`config.mk`:
```
export PLATFORM = sky130hd
export DESIGN_NAME = divider_timer_with_reload_top
export DESIGN_NICKNAME = d
export VERILOG_FILES = /design/src/hw/rtl/dtr_pkg.sv /design/src/hw/rtl/divider_timer_with_reload_top.sv
export SDC_FILE = /design/constraint.sdc
export NUM_CORES = 1
export LEC_CHECK = 0
export ABC_AREA = 1
export BUFFER_PORTS_ARGS = -buffer_cell sky130_fd_sc_hd__buf_4
export CAP_MARGIN = 20
export CORE_ASPECT_RATIO = 1.75
export CORE_UTILIZATION = 58
export CTS_CLUSTER_SIZE = 40
export DETAILED_ROUTE_END_ITERATION = 16
export MAX_ROUTING_LAYER = met4
export PLACE_DENSITY = 0.89
export SYNTH_ARGS = -nofsm -noshare
export SYNTH_HDL_FRONTEND = slang
export SYNTH_SLANG_ARGS = --single-unit
```
`constraint.sdc`:
```
create_clock -name clk -period 2.65 [get_ports clk]
set_input_delay 0.53 -clock clk [delete_from_list [all_inputs] [get_ports clk]]
set_output_delay 0.53 -clock clk [all_outputs]
set_load 0.01 [all_outputs]
```
`src/hw/rtl/dtr_pkg.sv`:
```
// package for the divider timer with reload: item types, codes and bit-pick helper
// depends on nothing; imported by divider_timer_with_reload_top
package dtr_pkg;

  localparam int unsigned DIVIDER_WIDTH = 16;

  // mode codes
  localparam logic [1:0] MODE_TICK  = 2'd0;
  localparam logic [1:0] MODE_READ  = 2'd1;
  localparam logic [1:0] MODE_WRITE = 2'd2;

  // register select codes
  localparam logic [1:0] REG_DIV     = 2'd0;
  localparam logic [1:0] REG_COUNTER = 2'd1;
  localparam logic [1:0] REG_RELOAD  = 2'd2;
  localparam logic [1:0] REG_CONTROL = 2'd3;

  localparam logic [7:0] CTRL_READ_ONES = 8'hF8;
  localparam logic [7:0] CTRL_MASK      = 8'h07;

  typedef logic [DIVIDER_WIDTH-1:0] div_t;

  typedef struct packed {
    logic [1:0] mode;
    logic [1:0] reg_select;
    logic [7:0] write_data;
  } in_t;

  typedef struct packed {
    logic [7:0] read_data;
    logic       irq_request;
  } out_t;

  // divider bit watched for each rate select: 9, 3, 5, 7
  function automatic logic pick_bit(input div_t div, input logic [1:0] sel);
    logic b;
    unique case (sel)
      2'd0: b = div[9];
      2'd1: b = div[3];
      2'd2: b = div[5];
      2'd3: b = div[7];
      default: b = 1'b0;
    endcase
    return b;
  endfunction

endpackage

```
`src/hw/rtl/divider_timer_with_reload_top.sv`:
```
// divider timer with reload: divider, counter, reload and control registers
// plus a two-entry output buffer; depends on dtr_pkg
// the result is registered into the output buffer when the item is accepted
// throughput: one item per cycle; the two-entry output buffer keeps accepting
// while one result waits, and ready drops only when both entries are full
// reset (rst, synchronous): divider, counter, reload and control registers clear to zero, the buffer to empty
module divider_timer_with_reload_top (
  input  logic         clk,
  input  logic         rst,
  input  logic         in_valid,
  output logic         in_ready,
  input  dtr_pkg::in_t in_data,
  output logic         out_valid,
  input  logic         out_ready,
  output dtr_pkg::out_t out_data
);
  import dtr_pkg::*;

  div_t       divider, divider_next;
  logic [7:0] counter, counter_next;
  logic [7:0] reload_value, reload_value_next;
  logic [2:0] control_bits, control_bits_next;

  out_t       buf0, buf1;
  logic [1:0] count;
  out_t       res;

  logic push, pop;
  assign in_ready  = (count != 2'd2);
  assign out_valid = (count != 2'd0);
  assign out_data  = buf0;
  assign push      = in_valid && in_ready;
  assign pop       = out_valid && out_ready;

  div_t       div_inc;
  logic [15:0] div_wide;
  logic [7:0] cnt_inc;
  logic       bump;
  logic       old_lvl, new_lvl;
  logic [2:0] ctl_wr;

  assign div_inc  = divider + div_t'(1);
  assign div_wide = 16'(divider);
  assign cnt_inc  = counter + 8'd1;
  assign ctl_wr   = in_data.write_data[2:0];
  assign old_lvl  = control_bits[2] && pick_bit(divider, control_bits[1:0]);
  assign new_lvl  = ctl_wr[2] && pick_bit(divider, ctl_wr[1:0]);

  always_comb begin
    divider_next      = divider;
    counter_next      = counter;
    reload_value_next = reload_value;
    control_bits_next = control_bits;
    res               = '0;
    bump              = 1'b0;
    unique case (in_data.mode)
      MODE_TICK: begin
        divider_next = div_inc;
        bump = old_lvl && !pick_bit(div_inc, control_bits[1:0]);
      end
      MODE_READ: begin
        unique case (in_data.reg_select)
          REG_DIV:     res.read_data = div_wide[15:8];
          REG_COUNTER: res.read_data = counter;
          REG_RELOAD:  res.read_data = reload_value;
          REG_CONTROL: res.read_data = CTRL_READ_ONES | {5'd0, control_bits};
          default:     res.read_data = '0;
        endcase
      end
      MODE_WRITE: begin
        unique case (in_data.reg_select)
          REG_DIV: begin
            // clearing the divider drops the gated level if it was high
            divider_next = '0;
            bump = old_lvl;
          end
          REG_COUNTER: begin
            counter_next  = in_data.write_data;
            res.read_data = in_data.write_data;
          end
          REG_RELOAD: begin
            reload_value_next = in_data.write_data;
            res.read_data     = in_data.write_data;
          end
          REG_CONTROL: begin
            control_bits_next = ctl_wr;
            bump = old_lvl && !new_lvl;
            res.read_data = CTRL_READ_ONES | (in_data.write_data & CTRL_MASK);
          end
          default: ;
        endcase
      end
      default: ;
    endcase
    if (bump) begin
      if (cnt_inc == 8'd0) begin
        counter_next    = reload_value;
        res.irq_request = 1'b1;
      end else begin
        counter_next = cnt_inc;
      end
    end
  end

  always_ff @(posedge clk) begin
    if (rst) begin
      divider      <= '0;
      counter      <= '0;
      reload_value <= '0;
      control_bits <= '0;
    end else if (push) begin
      divider      <= divider_next;
      counter      <= counter_next;
      reload_value <= reload_value_next;
      control_bits <= control_bits_next;
    end
  end

  // two-entry output buffer, buf0 is the head
  always_ff @(posedge clk) begin
    if (rst) begin
      count <= 2'd0;
    end else begin
      unique case ({push, pop})
        2'b10:   count <= count + 2'd1;
        2'b01:   count <= count - 2'd1;
        default: count <= count;
      endcase
    end
  end

  always_ff @(posedge clk) begin
    priority if (push && (count == 2'd0 || (count == 2'd1 && pop))) begin
      buf0 <= res;
    end else if (pop && count == 2'd2) begin
      buf0 <= buf1;
    end
    if (push && count == 2'd1 && !pop) begin
      buf1 <= res;
    end
  end

  assert property (@(posedge clk) disable iff (rst) count != 2'd3)
    else $error("output buffer count out of range");

  assert property (@(posedge clk) disable iff (rst)
    push && in_data.mode == MODE_READ |-> !res.irq_request)
    else $error("interrupt raised by a read");

  assert property (@(posedge clk) disable iff (rst)
    pop && count == 2'd2 |=> out_valid && out_data == $past(buf1))
    else $error("buffer head not advanced");

  assert property (@(posedge clk) disable iff (rst)
    push && in_data.mode == MODE_READ && in_data.reg_select == REG_CONTROL
    |-> res.read_data[7:3] == 5'h1F)
    else $error("control read missing upper ones");

endmodule
```
==> run_results.csv, run 1 <==
group,metric,value,unit
timing,tns,0,ns
layout,syn_to_final_growth,10.3,%
cts,cts-buffers-inserted,5,
timing,max_freq,440,MHz
cts,clk_latency,0.33,ns
synth,synth.distinct_cells,36,
setup_path,cpLargestDelayFamily,"simple AND/OR/NAND/NOR gates",
setup_path,slowest_stage,"dfxtp_1",
power,peakVddDrop,0.457,mV
cts,cts_tree,"built",
cts,cts_setup_buffers,0,
timing,worstMarginPinSlew,0.698,ns
cts,cts_max_path_buffers,2,
setup_path,crit_type,"flop to flop",
layout,final_util,66.2,%
routing,drtIter0Drc,213,
place,gp_congestion,0.959,
hold_path,hp-class,"primary input to flop",
timing,timing.slew.headroom,53.3,%
layout,drive_gt1_share,13.5,%
power,p_leak,0.00157,uW
floorplanning,die_w,59.3,um
routing,vias,3190,
cts,holdBufCountCts,0,
routing,drt_wl_total,7890,um
routing,via_per_inst,5.65,
routing,post_drt_wl_per_cell,14.0,um
floorplanning,dieArea,0.00606,mm2
grt,grt_max_degree,22,
place,post-dp-hpwl,6050,um
timing,fin_ws,0.378,ns
synth,syn_inst,464,
timing,min_period,2.27,ns
place,pre_cts_ws,0.384,ns
grt,overflow,0,
cts,path_clk_slew,0.11,ns
setup_path,end_kind,"flop",
setup_path,r2r_slack,0.38,ns
cts,clockRootBuffer,"clkbuf_8",
setup_path,worstPathCellList,"nand2_2 > nor2_4 > nand3_1 > nand3_2 > nand2_2 > nor2_2 > nand4_2 > nand3_2 > nand2_4 > nor2_1 > nor2_1",
status,status,"finished, final reports clean",
cts,cts_resized,0,
synth,ys_async_sr_fraction,0,%
grt,grt_pass1_vias,3155,
layout,diodes,0,
floorplanning,initial_core_util,60.1,%
synth,netlist_area,0.00333,mm2
cts,cts_sinks,55,
flow_run,max_cap_viol_count,0,
setup_path,arrival,2.50,ns
synth,syn-num-nets,494,
setup_path,cp_slowest_stage_delay,0.53,ns
setup_path,crit_required,2.88,ns
floorplanning,fp-row-count,36,
power,power_density,560,mW/mm2
place,port_buffers,26,
layout,final_cell_mix,"125 x nand2_1, 53 x inv_1, 37 x a21oi_1, 37 x dfxtp_1, 36 x nor2_1",
timing,report.final.slew_viol_count,0,
timing,hold_violations,0,
routing,first_pass_iters,5,
synth,netlist_top_cells_area,"dfxtp_1 22%, edfxtp_1 16%, nand2_1 14%, inv_1 6.0%, a21oi_1 5.6%",
layout,nets,518,
grt,grt_pass1_wl,13200,um
synth,yosysTopAreaCellShare,22.3,%
routing,ant_nets,0,
cts,h-tree-depth,2,
setup_path,path_buf_inv,0,
timing,fin_worst_skew,0.0103,ns
synth,ys.warnings.count,0,
synth,synth_edf_count,18,
grt,grt_usage,29.8,%
synth,synthFlopType,"dfxtp_1",
timing,grt_setup_unrepaired,"false",
floorplanning,core-area,0.00554,mm2
synth,yosysSeqAreaShare,38.5,%
synth,syn_avg_cell_area,7.17,um2
synth,synth_top_area_cell,"dfxtp_1",
floorplanning,die_h,102,um
setup_path,start_kind,"flop",
routing,route.detailed.drc,0,
synth,ys_seq_elements,55,
grt,antenna_found_initial,0,
timing,min_period_over_period,85.7,%
timing,setup_viol,0,
floorplanning,io-pin-count,27,
setup_path,cp_max_fo,16,
layout,final_common_cell,"nand2_1",
state kept, by name, summed over array words and instances (netlist names):
register and cells:
buf1 9, control_bits 3, count 2, counter 8, div_wide 16, out_data 9
reload_value 8
power by group:
| part | leakage, uW | internal [uW] | switching, uW |
|---|---|---|---|
| clock network | 0.0000467 | 196 | 303 |
| registers | 0.000470 | 996 | 40.9 |
| logic | 0.00105 | 210 | 308 |
| total | 0.00157 | 1400 | 652 |
worst paths after layout:
| path | startpoint | end | cells after the start |
|---|---|---|---|
| setup / recovery | div_wide[5]$_SDFFE_PP0P_ | counter[0]$_SDFFE_PP0P_ | 11 |
| hold / removal | rst | div_wide[3]$_SDFFE_PP0P_ | 2 |
| setup reg to reg | div_wide[5]$_SDFFE_PP0P_ | counter[0]$_SDFFE_PP0P_ | 11 |
| hold reg to reg | div_wide[4]$_SDFFE_PP0P_ | div_wide[4]$_SDFFE_PP0P_ | 2 |
cell families (layout without fill, tap and decap cells):
family / Yosys count / in the layout / share of synthesized area [%]
buffers and inverters: 75 / 100 / 9.25
and+or+nand+nor: 226 / 226 / 30.3
xor gates and xnor gates: 5 / 5 / 1.32
AOI/OAI and AO/OA: 89 / 89 / 15.4
adders and majority gates: 14 / 14 / 5.26
DFF: 55 / 55 / 38.5
area by class of cell:
type	instances	area [um2]
inverter	62	233
multi-input combinational	334	1740
sequential	55	1280
tap	76	95.1
fill	479	1870
clock buffer	5	68.8
timing repair buffer	30	225
clock inverter	3	27.5
worst reg2reg max path, delay by kind of cell (launching register included):
kind | cells | cell delay [ns]
flip-flops | 1 | 0.53
AND/OR/NAND/NOR | 11 | 1.66
routing by layer:
layer	up-vias	GRT usage (%)	part of all wire, %
met2	120	52.5	53
li1	1560	-	-
met1	1462	28.4	36
met5	-	-	0
met4	0	20.0	6.3
met3	48	5.32	4.9
through the flow:
step	instance area, um2	hold slack (ns)	std cells	total power [uW]
floorplan	3330	0.438	464	1360
global placement	3570	0.454	557	1550
detailed placement	3570	0.465	557	1580
CTS	3670	0.423	565	2080
global route	3670	0.438	565	2170
finish	3670	0.431	565	2050
cell usage after synthesis, types with 2 or more instances:
library cell,instances
a21oi_1,37
a21oi_2,2
buf_2,2
buf_6,2
clkbuf_1,5
clkinv_1,3
dfxtp_1,37
edfxtp_1,18
ha_1,14
inv_1,53
inv_2,6
nand2_1,125
nand2_2,4
nand3_1,34
nand3_2,4
nand4_1,4
nor2_1,36
nor2_2,5
nor2_4,2
nor3_1,8
o211ai_1,11
o21a_1,2
o21ai_0,24
o21ai_1,5
o21bai_1,6
xor2_1,5
Power figures use the tool's default switching activity.
==> run 2, diff against run 1 <==
==> constraint.sdc (replaced) <==
create_clock -name clk -period 2.75 [get_ports clk]
set_input_delay 0.55 -clock clk [delete_from_list [all_inputs] [get_ports clk]]
set_output_delay 0.55 -clock clk [all_outputs]
set_load 0.01 [all_outputs]
==> run_results.csv, run 2 (same netlist as run 1, synthesis figures left out) <==
group,metric,value,unit
status,status,"finished, final reports clean",
grt,grtUsageMet1,28.9,%
grt,grtUsageMet2,52.2,%
routing,vias,3273,
timing,grt_setup_unrepaired,"false",
timing,setup_viol,0,
grt,grt_use_met3,6.08,%
setup_path,arrival,2.49,ns
routing,post_drt_wl_per_cell,14.4,um
timing,hold_violations,0,
layout,syn_to_final_growth,10.3,%
layout,drive_gt1_share,13.7,%
grt,grt_usage,30.4,%
place,post-dp-hpwl,6060,um
timing,min_period_over_period,82.8,%
routing,first_pass_iters,6,
layout,final_common_cell,"nand2_1",
cts,h-tree-depth,2,
cts,cts_sinks,55,
layout,diodes,0,
setup_path,crit_type,"flop to flop",
routing,via_per_inst,5.78,
routing,drt_wl_total,8140,um
power,power_density,541,mW/mm2
cts,clk_latency,0.32,ns
floorplanning,io-pin-count,27,
hold_path,hp-class,"primary input to flop",
floorplanning,core-area,0.00554,mm2
floorplanning,dieArea,0.00606,mm2
routing,drtIter0Drc,271,
floorplanning,fp-row-count,36,
grt,overflow,0,
floorplanning,die_w,59.3,um
floorplanning,initial_core_util,60.1,%
layout,nets,519,
grt,grt_max_degree,22,
cts,cts-buffers-inserted,5,
setup_path,end_kind,"flop",
routing,ant_nets,0,
timing,worstMarginPinSlew,0.676,ns
grt,busiest_layer,"met2",
flow_run,max_cap_viol_count,0,
layout,largest_reg_flops,16,
place,gp_congestion,0.970,
setup_path,crit_required,2.97,ns
grt,antenna_found_initial,0,
cts,holdBufCountCts,0,
cts,path_clk_slew,0.10,ns
place,port_buffers,26,
routing,route.detailed.drc,0,
place,pre_cts_ws,0.429,ns
grt,grt_pass1_wl,13400,um
cts,clockRootBuffer,"clkbuf_8",
grt,grt_pass1_vias,3046,
timing,timing.slew.headroom,54.8,%
timing,report.final.slew_viol_count,0,
floorplanning,die_h,102,um
timing,fin_ws,0.474,ns
cts,cts_resized,0,
power,p_leak,0.00157,uW
cts,cts_max_path_buffers,2,
timing,fin_worst_skew,0.00728,ns
power,peakVddDrop,0.399,mV
timing,tns,0,ns
layout,final_cell_mix,"125 x nand2_1, 53 x inv_1, 37 x a21oi_1, 37 x dfxtp_1, 36 x nor2_1",
setup_path,start_kind,"flop",
cts,cts_setup_buffers,0,
timing,min_period,2.28,ns
timing,max_freq,439,MHz
cts,cts_tree,"built",
setup_path,cp_max_fo,10,
run 2: worst paths after layout:
| check | from | endpoint | slack [ns] | cells after the start |
|---|---|---|---|---|
| worst max-delay path | count[0]$_SDFFE_PP0P_ | div_wide[15]$_SDFFE_PP0P_ | 0.47 | 12 |
| worst min-delay path | rst | div_wide[3]$_SDFFE_PP0P_ | 0.45 | 2 |
| worst max register to register | count[0]$_SDFFE_PP0P_ | div_wide[15]$_SDFFE_PP0P_ | 0.47 | 12 |
| worst min register to register | div_wide[4]$_SDFFE_PP0P_ | div_wide[4]$_SDFFE_PP0P_ | 0.48 | 2 |
run 2: critical path, cell delays in order (launching register included):
cell and delay (ns):
dfxtp_1 0.40, inv_1 0.09, ha_1 0.19, inv_1 0.08, nand2_1 0.20, nor2_2 0.19, o21ai_2 0.14, nor3_1 0.24
inv_2 0.06, nor3_1 0.24, nand2_1 0.14, o21ai_1 0.14, a21oi_1 0.05
run 2: power by group:
part | switching (uW) | leakage (uW) | internal, uW | total, uW
combinational | 303 | 0.00105 | 206 | 509
clock | 292 | 0.0000452 | 186 | 478
sequential | 38.8 | 0.000470 | 960 | 999
total | 634 | 0.00157 | 1350 | 1990
run 2: area by class of cell:
type	count	area, um2
fillers	499	1870
flip-flops and latches	55	1280
inverters	62	233
repair buffers	31	230
multi-input cells	334	1740
well taps	76	95.1
clock inverters	3	25.0
clock buffers	5	68.8
run 2: metal layers:
| layer | wire (um) | up-vias |
|---|---|---|
| li1 | - | 1562 |
| met1 | 2830 | 1480 |
| met2 | 4240 | 172 |
| met3 | 524 | 59 |
| met4 | 541 | 0 |
| met5 | 0 | - |
run 2: per-stage QoR:
stage	util (%)	cell area, um2	hold WS (ns)	std cells	power (uW)
after floorplan	-	3330	0.438	464	1310
after global placement	64.5	3570	0.455	557	1490
after detailed placement	64.5	3570	0.465	557	1520
after CTS	66.2	3670	0.453	565	1990
after global routing	66.3	3670	0.467	566	2090
final	66.3	3670	0.455	566	1990
==> run 3, diff against run 2 <==
--- a/config.mk
+++ b/config.mk
@@ -5,15 +5,15 @@
 export SDC_FILE = /design/constraint.sdc
 export NUM_CORES = 1
 export LEC_CHECK = 0
-export ABC_AREA = 1
+export ABC_AREA = 0
 export BUFFER_PORTS_ARGS = -buffer_cell sky130_fd_sc_hd__buf_4
 export CAP_MARGIN = 20
 export CORE_ASPECT_RATIO = 1.75
-export CORE_UTILIZATION = 58
+export CORE_UTILIZATION = 54
 export CTS_CLUSTER_SIZE = 40
 export DETAILED_ROUTE_END_ITERATION = 16
 export MAX_ROUTING_LAYER = met4
-export PLACE_DENSITY = 0.89
+export PLACE_DENSITY = 0.87
 export SYNTH_ARGS = -nofsm -noshare
 export SYNTH_HDL_FRONTEND = slang
 export SYNTH_SLANG_ARGS = --single-unit
==> constraint.sdc (replaced) <==
create_clock -name clk -period 1.9 [get_ports clk]
set_input_delay 0.38 -clock clk [delete_from_list [all_inputs] [get_ports clk]]
set_output_delay 0.38 -clock clk [all_outputs]
set_load 0.01 [all_outputs]
==> run_results.csv, run 3 <==
group,metric,value,unit
setup_path,cp_max_fo,5,
grt,grt_pass1_wl,15700,um
floorplanning,die_h,105,um
synth,ys.warnings.count,0,
synth,ys_async_sr_fraction,0,%
timing,max_freq,496,MHz
synth,yosysTopAreaCellShare,22.5,%
layout,design_area,0.00447,mm2
floorplanning,core-area,0.00588,mm2
setup_path,r2r_start,"control_bits[1]$_SDFFE_PP0P_",
cts,clk_latency,0.32,ns
setup_path,r2r_slack,-0.11,ns
synth,synthFlopType,"dfxtp_1",
flow_run,max_cap_viol_count,0,
status,failed_checks,"negative setup slack",
setup_path,reg2reg_depth,9,
power,peakVddDrop,0.470,mV
layout,nets,507,
setup_path,startpoint,"control_bits[1]$_SDFFE_PP0P_",
routing,route.detailed.drc,0,
grt,overflow,0,
place,pre_cts_ws,-0.252,ns
place,gp_congestion,0.950,
routing,post_drt_wl_per_cell,19.0,um
floorplanning,fp-row-count,37,
hold_path,hp-class,"primary input to flop",
setup_path,arrival,2.27,ns
cts,h-tree-depth,2,
synth,yosysSeqAreaShare,38.9,%
setup_path,end_kind,"flop",
layout,final_cell_mix,"104 x buf_4, 46 x nand2_1, 38 x nor2_1",
cts,holdBufCountCts,0,
hold_path,holdPathStages,3,
status,status,"finished with violations",
timing,setup_viol,10,
layout,largest_reg_flops,16,
synth,synth_top_area_cell,"dfxtp_1",
power,p_leak,0.00174,uW
routing,first_pass_iters,7,
cts,cts_tree,"built",
synth,netlist_top_cells_area,"dfxtp_1 22%, edfxtp_1 16%, ha_1 5.3%, nand2_1 5.2%, nor2_1 4.4%",
power,power_density,728,mW/mm2
setup_path,crit_type,"flop to flop",
cts,cts-buffers-inserted,5,
synth,yosys.cell_count.top_type,"nand2_1",
layout,syn_to_final_growth,35.6,%
timing,fin_ws,-0.115,ns
routing,drtIter0Drc,217,
routing,via_per_inst,6.24,
timing,report.final.slew_viol_count,0,
floorplanning,io-pin-count,27,
setup_path,r2r_end,"counter[1]$_SDFFE_PP0P_",
timing,hold_violations,0,
grt,antenna_found_initial,0,
cts,cts_max_path_buffers,2,
synth,syn_inst,383,
grt,grt_pass1_vias,3434,
synth,synth_edf_count,18,
layout,final_util,76.0,%
timing,grt_setup_unrepaired,"true",
hold_path,min_from,"in_data[3]",
synth,syn_avg_cell_area,8.61,um2
layout,drive_gt1_share,37.2,%
layout,diodes,0,
cts,clockRootBuffer,"clkbuf_8",
grt,grt_usage,34.0,%
place,placed_area,0.00413,mm2
place,port_buffers,26,
timing,timing.slew.headroom,72.4,%
timing,worstMarginPinSlew,0.413,ns
hold_path,worstHoldEndpoint,"reload_value[3]$_SDFFE_PP0P_",
setup_path,crit_required,2.15,ns
floorplanning,initial_core_util,56.1,%
routing,ant_nets,0,
synth,netlist_area,0.00330,mm2
setup_path,start_kind,"flop",
floorplanning,die_w,61.1,um
synth,synth.distinct_cells,57,
cts,path_clk_slew,0.11,ns
synth,ys_seq_elements,55,
grt,grt_max_degree,26,
cts,cts_sinks,55,
place,post-dp-hpwl,7410,um
timing,min_period_over_period,106,%
floorplanning,dieArea,0.00643,mm2
routing,drt_wl_total,10600,um
routing,vias,3468,
synth,synthTopCellsByCount,"46 x nand2_1, 39 x nor2_1, 37 x dfxtp_1",
layout,final_common_cell,"buf_4",
timing,fin_worst_skew,0.00977,ns
timing,min_period,2.01,ns
synth,syn-num-nets,413,
==> run 3: worst max-delay path by stage <==
stage | endpoint | slack, ns | cells after the start
6_report | counter[1]$_SDFFE_PP0P_ | -0.11 | 9
5_1_grt | counter[1]$_SDFFE_PP0P_ | -0.18 | 9
4_1_cts | counter[1]$_SDFFE_PP0P_ | -0.06 | 9
3_5_place_dp | out_data[3]$_DFFE_PP_ | -0.25 | 8
3_3_place_gp | out_data[3]$_DFFE_PP_ | -0.15 | 8
2_1_floorplan | counter[5]$_SDFFE_PP0P_ | -0.01 | 7
==> run 3: kinds of logic after synthesis <==
group	count (synthesis)	share of synthesized area, %
and+or+nand+nor	141	20.7
xor gates and xnor gates	16	4.25
AOI/OAI and AO/OA	93	19.3
DFF	55	38.9
buffers and inverters	48	5.96
adders and majority gates	14	5.31
muxes	16	5.58
==> run 3: metal layers <==
layer,wire length [um],vias up,track usage [%]
met1,3400,1610,31.6
met5,0,-,-
met4,996,0,25.8
met3,598,86,6.01
met2,5580,203,58.0
li1,-,1569,-
==> run 3: critical path: stages (launching register included) <==
cell and delay (ns):
dfxtp_4 0.40, buf_6 0.11, nand2b_1 0.06, or4_4 0.51
o2111ai_2 0.10, a221o_1 0.21, buf_6 0.14, a32oi_1 0.09
buf_4 0.17, o221ai_2 0.15
==> run 3: area by class of cell <==
| cell class | count | area, um2 |
|---|---|---|
| flip-flops and latches | 55 | 1310 |
| clock buffers | 5 | 68.8 |
| fillers | 369 | 1410 |
| multi-input cells | 280 | 2000 |
| clock inverters | 3 | 27.5 |
| inverters | 24 | 90.1 |
| well taps | 78 | 97.6 |
| repair buffers | 111 | 877 |
==> run 3: through the flow <==
step	total power [uW]	instances	hold WS [ns]	TNS, ns
2_1_floorplan	2000	383	0.446	-0.0131
6_report	3250	556	0.326	-0.885
4_1_cts	3170	552	0.328	-0.396
3_3_place_gp	2430	541	0.467	-2.46
3_5_place_dp	2480	541	0.469	-3.90
5_1_grt	3410	556	0.331	-1.43
==> run 3: report_power, final <==
part | internal (uW) | leakage (uW) | total [uW] | switching (uW)
registers | 1370 | 0.000476 | 1420 | 44.6
clock network | 274 | 0.0000467 | 704 | 430
logic | 545 | 0.00121 | 1130 | 585
total | 2190 | 0.00174 | 3250 | 1060
==> run 3: repair_timing <==
action,4_1_cts,5_1_grt
endpoints found under the setup margin,12,51
resized for setup,25,24
buffers inserted,3,4
pin swaps,6,6
